<file path="src/design/btlpm_pkg.sv">
// Shared types and constants for the binary trie longest-prefix-match engine.
package btlpm_pkg;

    localparam int ADDR_W = 32;
    localparam int LEN_W  = 6;
    localparam int PORT_W = 8;

    localparam logic [1:0] FUNC_CLEAR  = 2'd0;
    localparam logic [1:0] FUNC_INSERT = 2'd1;
    localparam logic [1:0] FUNC_LOOKUP = 2'd2;

    localparam logic [1:0] STATUS_OK     = 2'd0;
    localparam logic [1:0] STATUS_FULL   = 2'd1;
    localparam logic [1:0] STATUS_BADLEN = 2'd2;

    localparam logic [LEN_W-1:0] MAX_LEN = LEN_W'(ADDR_W);

    typedef struct packed {
        logic [1:0]        func;
        logic [ADDR_W-1:0] address;
        logic [LEN_W-1:0]  prefix_len;
        logic [PORT_W-1:0] port_in;
    } t_in;

    typedef struct packed {
        logic              found;
        logic [PORT_W-1:0] port_out;
        logic [1:0]        status;
    } t_out;

    typedef enum logic [3:0] {
        S_INIT,
        S_IDLE,
        S_LK,
        S_IN,
        S_ALLOC,
        S_LINK,
        S_MARK,
        S_CLR,
        S_FIN
    } t_state;

    typedef enum logic [3:0] {
        OP_NONE,
        OP_START,
        OP_LK,
        OP_WALK,
        OP_FULL,
        OP_ALLOC,
        OP_LINK,
        OP_MARK,
        OP_CLEAR
    } t_op;

    typedef struct packed {
        t_op  op;
        logic load_out;
    } t_cmd;

    typedef struct packed {
        logic [1:0] func;
        logic       len_bad;
        logic       child_zero;
        logic       depth_end;
        logic       rem_one;
        logic       pool_full;
        logic       out_free;
    } t_sts;

endpackage

</file>
<file path="src/design/btlpm_ctrl.sv">
// Controller state machine for the trie engine.
module btlpm_ctrl
    import btlpm_pkg::*;
(
    input  logic i_clk,
    input  logic i_rst_n,
    input  logic i_in_valid,
    output logic o_in_ready,
    input  t_sts i_sts,
    output t_cmd o_cmd
);

    t_state r_state;
    t_state n_state;

    always_ff @(posedge i_clk) begin
        if (!i_rst_n) begin
            r_state <= S_INIT;
        end else begin
            r_state <= n_state;
        end
    end

    always_comb begin
        n_state        = r_state;
        o_cmd.op       = OP_NONE;
        o_cmd.load_out = 1'b0;
        o_in_ready     = 1'b0;
        case (r_state)
            S_INIT: begin
                o_cmd.op = OP_CLEAR;
                n_state  = S_IDLE;
            end
            S_IDLE: begin
                o_in_ready = 1'b1;
                if (i_in_valid) begin
                    o_cmd.op = OP_START;
                    case (i_sts.func)
                        FUNC_CLEAR:  n_state = S_CLR;
                        FUNC_INSERT: n_state = i_sts.len_bad ? S_FIN : S_IN;
                        FUNC_LOOKUP: n_state = S_LK;
                        default:     n_state = S_FIN;
                    endcase
                end
            end
            S_LK: begin
                o_cmd.op = OP_LK;
                if (i_sts.depth_end || i_sts.child_zero) begin
                    n_state = S_FIN;
                end
            end
            S_IN: begin
                if (i_sts.child_zero) begin
                    if (i_sts.pool_full) begin
                        o_cmd.op = OP_FULL;
                        n_state  = S_FIN;
                    end else begin
                        n_state = S_ALLOC;
                    end
                end else begin
                    o_cmd.op = OP_WALK;
                    n_state  = i_sts.rem_one ? S_MARK : S_IN;
                end
            end
            S_ALLOC: begin
                o_cmd.op = OP_ALLOC;
                n_state  = S_LINK;
            end
            S_LINK: begin
                o_cmd.op = OP_LINK;
                n_state  = i_sts.rem_one ? S_MARK : S_IN;
            end
            S_MARK: begin
                o_cmd.op = OP_MARK;
                n_state  = S_FIN;
            end
            S_CLR: begin
                o_cmd.op = OP_CLEAR;
                n_state  = S_FIN;
            end
            S_FIN: begin
                if (i_sts.out_free) begin
                    o_cmd.load_out = 1'b1;
                    n_state        = S_IDLE;
                end
            end
            default: begin
                n_state = S_INIT;
            end
        endcase
    end

endmodule

</file>
<file path="config.mk">
export PLATFORM = sky130hd
export DESIGN_NAME = btlpm_ctrl
export DESIGN_NICKNAME = d
export VERILOG_FILES = /design/src/design/btlpm_pkg.sv /design/src/design/btlpm_ctrl.sv
export SDC_FILE = /design/constraint.sdc
export NUM_CORES = 1
export LEC_CHECK = 0
export ABC_AREA = 1
export BUFFER_PORTS_ARGS = -buffer_cell sky130_fd_sc_hd__buf_2
export CORE_AREA = 2 2 39 41
export DETAILED_ROUTE_END_ITERATION = 7
export DIE_AREA = 0 0 41 43
export PLACE_DENSITY = 0.6
export SYNTH_ARGS = -nofsm -noshare
export SYNTH_HDL_FRONTEND = slang
export SYNTH_SLANG_ARGS = --single-unit
</file>
<file path="constraint.sdc">
create_clock -name i_clk -period 1.1 [get_ports i_clk]
set_input_delay 0.055 -clock i_clk [delete_from_list [all_inputs] [get_ports i_clk]]
set_output_delay 0.055 -clock i_clk [all_outputs]
set_load 0.005 [all_outputs]
</file>
### Word-level counts from Yosys, hierarchy flattened

Cells that the tools add are included.

| operators by class | value |
|---|---|
| equal/unequal tests | 13 |
| muxes and demuxes | 16 |
| reduce and logical (&&, ||, !) cells | 6 |

Operators by type and width:

| cell | count |
|---|---|
| $pmux W4 S8 | 1 |
| $mux W4 | 7 |
| $pmux W4 S7 | 1 |
| $eq A4 B3 Y1 const B | 4 |
| $pmux W4 S3 | 1 |
| $eq A4 B2 Y1 const B | 2 |
| $mux W3 | 2 |
| $ne A2 B2 Y1 const B | 3 |
| $eq A4 B1 Y1 const B | 1 |
| $eq A4 B4 Y1 const B | 1 |
| $logic_not A4 Y1 | 1 |
| $mux W1 | 4 |
| $reduce_or A2 Y1 | 2 |
| $reduce_and A3 Y1 | 1 |
| $eq A2 B1 Y1 const B | 1 |
| $eq A2 B2 Y1 const B | 1 |
| $logic_not A2 Y1 | 1 |
| $logic_or A1 B1 Y1 | 1 |

| word-level totals | value |
|---|---|
| word-level logic and storage cells | 36 |
| input bits | 11 |
| output and inout port bits | 6 |
| bits in registers | 4 |

### Depth between registers and ports, before layout

| logic depth | value |
|---|---|
| depth in word-level cells | 4 |
| depth in mapped cells | 7 |
| mapped depth without buffers | 7 |

### Worst setup path after synthesis

No wires, ideal clock.

| path | value |
|---|---|
| path kind | register to register |
| from | register r_state[0] |
| to | register r_state[0] |
| setup slack | 0.050 ns |
| period minus slack after synthesis | 1.050 ns |
| data arrival time | 0.930 ns |
| data required time | 0.981 ns |
| cell stages (with the launch flop) | 8 |
| cell sequence | dfxtp_1 inv_1 nor2_2 nand2_1 nor2_2 nor2_2 o21ai_1 a21oi_1 |

| between the ends | value |
|---|---|
| word-level cells in the longest chain between the ends | 3 |
| elaborated cells on any way between the ends | 15 |
| those cells by class | eq/ne: 11; mux: 1; reduce/logical: 3 |

Ends and longest elaborated chain:

| element | line | text |
|---|---|---|
| from (decl) | btlpm_ctrl.sv:13 | `t_state r_state;` |
| from (signal assigned) | btlpm_ctrl.sv:20 | `r_state <= n_state;` |
| $eq A4 B3 Y1 (tied with other cells) | btlpm_ctrl.sv:29 | `case (r_state)` |
| $reduce_or A2 Y1 (no source line) / $ne A2 B2 Y1 (equally long branches) | n/a |  |
| $pmux W4 S8 / $reduce_and A3 Y1 (equally long branches) | n/a |  |

Parallel ways exist; a longest one is shown, timed or not.
A chain may end at the register's enable or synchronous reset.

==> summary.txt <==
Synth Warn #: 0
Fin cells: 126
Die Ht: 43 µm
RSZ-0062 raised after global routing: true
Starting Density: 0.300
Hold path depth: 3
Largest Register: r_state
Multi-input gate area: 384 µm²
Final instance area: 812 µm²
DIE AREA: 1760 µm²
Ports: 17
Required time worst endpoint: 1.04 ns
WHS: 0.0935 ns
Worst VDD drop: 0.855 mV
Largest net degree at the start of global routing: 7
Most common library cells after synthesis: nand2_1, nor2_1, inv_1
Post-detail-place hpwl: 928 µm
Final WS setup: -0.251 ns
Worst hold path class: primary input to flop
R2r startpoint: r_state[0]
Sequential Area: 92.6 µm²
Core ar.: 1380 µm²
Final Max Slew Viols: 0
Fill count: 119
Routed vias/inst: 4.88
Outcome: complete, but fails checks
Diode count: 0
Synth Flop Type: dfxtp_1
FP Rows: 14
Worst Hold Launch: i_rst_n
Initial antenna violation count: 0
# DRC: 0
R2r endpoint: r_state[1]
Worst Clk Skew: 0.00895 ns
Ys async rst share: 0
Chip Width: 41 µm
Hold Buf Count CTS: 0
Area after DPL: 553 µm²
Yosys top cell area share: 0.193
Drt first pass iters: 4
EDFF count, synth: 0
Setup Crit Path Kind: flop to output port
Worst-case clock buffer depth: 2
Routability Congestion: 0.910
Failing checks: negative setup slack
Drt first-iter violations: 12
Area leader, netlist: dfxtp_1
Vias: 615
CTS buffer count: 3
Maxcap violations: 0
First-pass GRT wire length: 1990 µm
Final Routed Wirelength: 1490 µm
Leak pwr: 0.415 nW
Post-Syn Area: 415 µm²
TNS Setup: -1.53 ns
Worst r2r path cells: 9
Top post-synthesis cells by area: dfxtp_1, nand2_1, nor2_1
Htree depth: 1
Worst skew pair latency: 0.24 ns
Critical Path Sink Type: output port
Remaining antenna violation count: 0
CP arrival: 1.30 ns
Clock sink total: 4
Worst R2R Setup Slack: -0.24 ns
Fin. Hold Viols: 0
Placed insts: 111
Slew Limit Headroom: 0.837
CTS tree: built
Startpoint types: flop
Finish-stage setup viols: 10
Gr usage total: 0.165
Max FFs per register: 4
Sink of the worst hold path: r_state[2]
Pre-CTS setup slack: -0.0795 ns
Vias in the first global route: 504
Root buffer cell: clkbuf_4
Post-Syn Area per Cell: 5.61 µm²
P&R area growth vs syn: 95.5%
Count of different cell masters after synthesis: 16
Routed len/inst: 11.8 µm
Achievable Freq: 740 MHz
Worst slew pin tran: 0.242 ns
Tcrit/Tclk final: 1.23
Seq/Total Area, Yosys: 0.193
Register bit total from synthesis: 4
Gr ovfl total: 0
Top flop regs: r_state x4
Cell with the most instances after synthesis: nand2_1
Cells after Synth: 74
Post-Syn Nets: 85
Min Tclk post-route: 1.35 ns
Critical path fanouts, max: 6
# port buffers: 16
Total Nets Final: 123
Share of cells above drive strength 1: 0.645
Power density over the cells: 2170 nW/µm²
Clock transition at the registers of the reported paths: 0.04 ns
## stage by stage
step,utilization,total power [mW]
2_1_floorplan,-,0.741
3_3_place_gp,0.400,1.03
3_5_place_dp,0.400,1.03
4_1_cts,0.483,1.44
5_1_grt,0.587,1.90
6_report,0.587,1.77
## critical path, cell delays in order (launching register included)
cell,delay [ns]
dfxtp_4,0.38
inv_2,0.05
nor2_2,0.16
nand2_1,0.12
nand2_2,0.09
nor2_1,0.04
nor2_1,0.08
buf_2,0.12
## metal layers
layer / GRT usage / wire length [µm] / vias up
met1: 0.224 / 660 / 282
li1: - / - / 309
met5: 0 / 0 / -
met3: 0.0785 / 63 / 2
met4: 0.0200 / 19 / 0
met2: 0.241 / 743 / 22
## cell usage in the layout (no fill, tap or decap), types with 3 or more instances in the layout
| cell | Yosys | layout |
|---|---|---|
| buf_2 | 0 | 15 |
| buf_4 | 0 | 11 |
| buf_6 | 0 | 6 |
| clkbuf_4 | 0 | 3 |
| dfxtp_4 | 0 | 3 |
| inv_1 | 10 | 7 |
| inv_2 | 2 | 4 |
| nand2_1 | 19 | 10 |
| nand2_2 | 0 | 7 |
| nand2_4 | 1 | 3 |
| nor2_1 | 12 | 9 |
| nor2_2 | 3 | 3 |
| nor2_4 | 3 | 6 |
| o21ai_0 | 4 | 3 |
## cells by family (layout without fill, tap and decap cells)
family | Yosys count | in the layout | share of synthesized area
and+or+nand+nor | 43 | 43 | 0.497
AOI/OAI and AO/OA | 15 | 15 | 0.202
buffers and inverters | 12 | 48 | 0.108
DFF | 4 | 4 | 0.193
## what timing repair did
| item | in CTS | in global routing |
|---|---|---|
| buffers inserted | 6 | 6 |
| endpoints found under the setup margin | 10 | 10 |
| gates resized for setup | 19 | 24 |
| pin swaps | 3 | 11 |
## power breakdown
group          internal [mW]  switching [mW]  leakage, nW
registers              0.215          0.0853       0.0353
clock network          0.122          0.0611       0.0138
logic                  0.642           0.640        0.366
total                  0.979           0.787        0.415
## layout make-up
class,count,area share
sequential,4,0.114
multi-input combinational,58,0.473
inverter,12,0.0586
clock buffer,3,0.0277
tap,16,0.0247
timing repair buffer,33,0.302
## worst max-delay path by stage
stage	from	endpoint	slack, ns	cells after the start
after global routing	r_state[0]	o_cmd[2]	-0.31	7
final	r_state[0]	o_cmd[2]	-0.25	7
after CTS	r_state[2]	o_cmd[2]	-0.19	8
after detailed placement	r_state[1]	r_state[1]	-0.08	7
after global placement	r_state[2]	r_state[2]	-0.07	6
after floorplan	r_state[0]	r_state[0]	0.05	7
(Power assumes the default switching activity.)
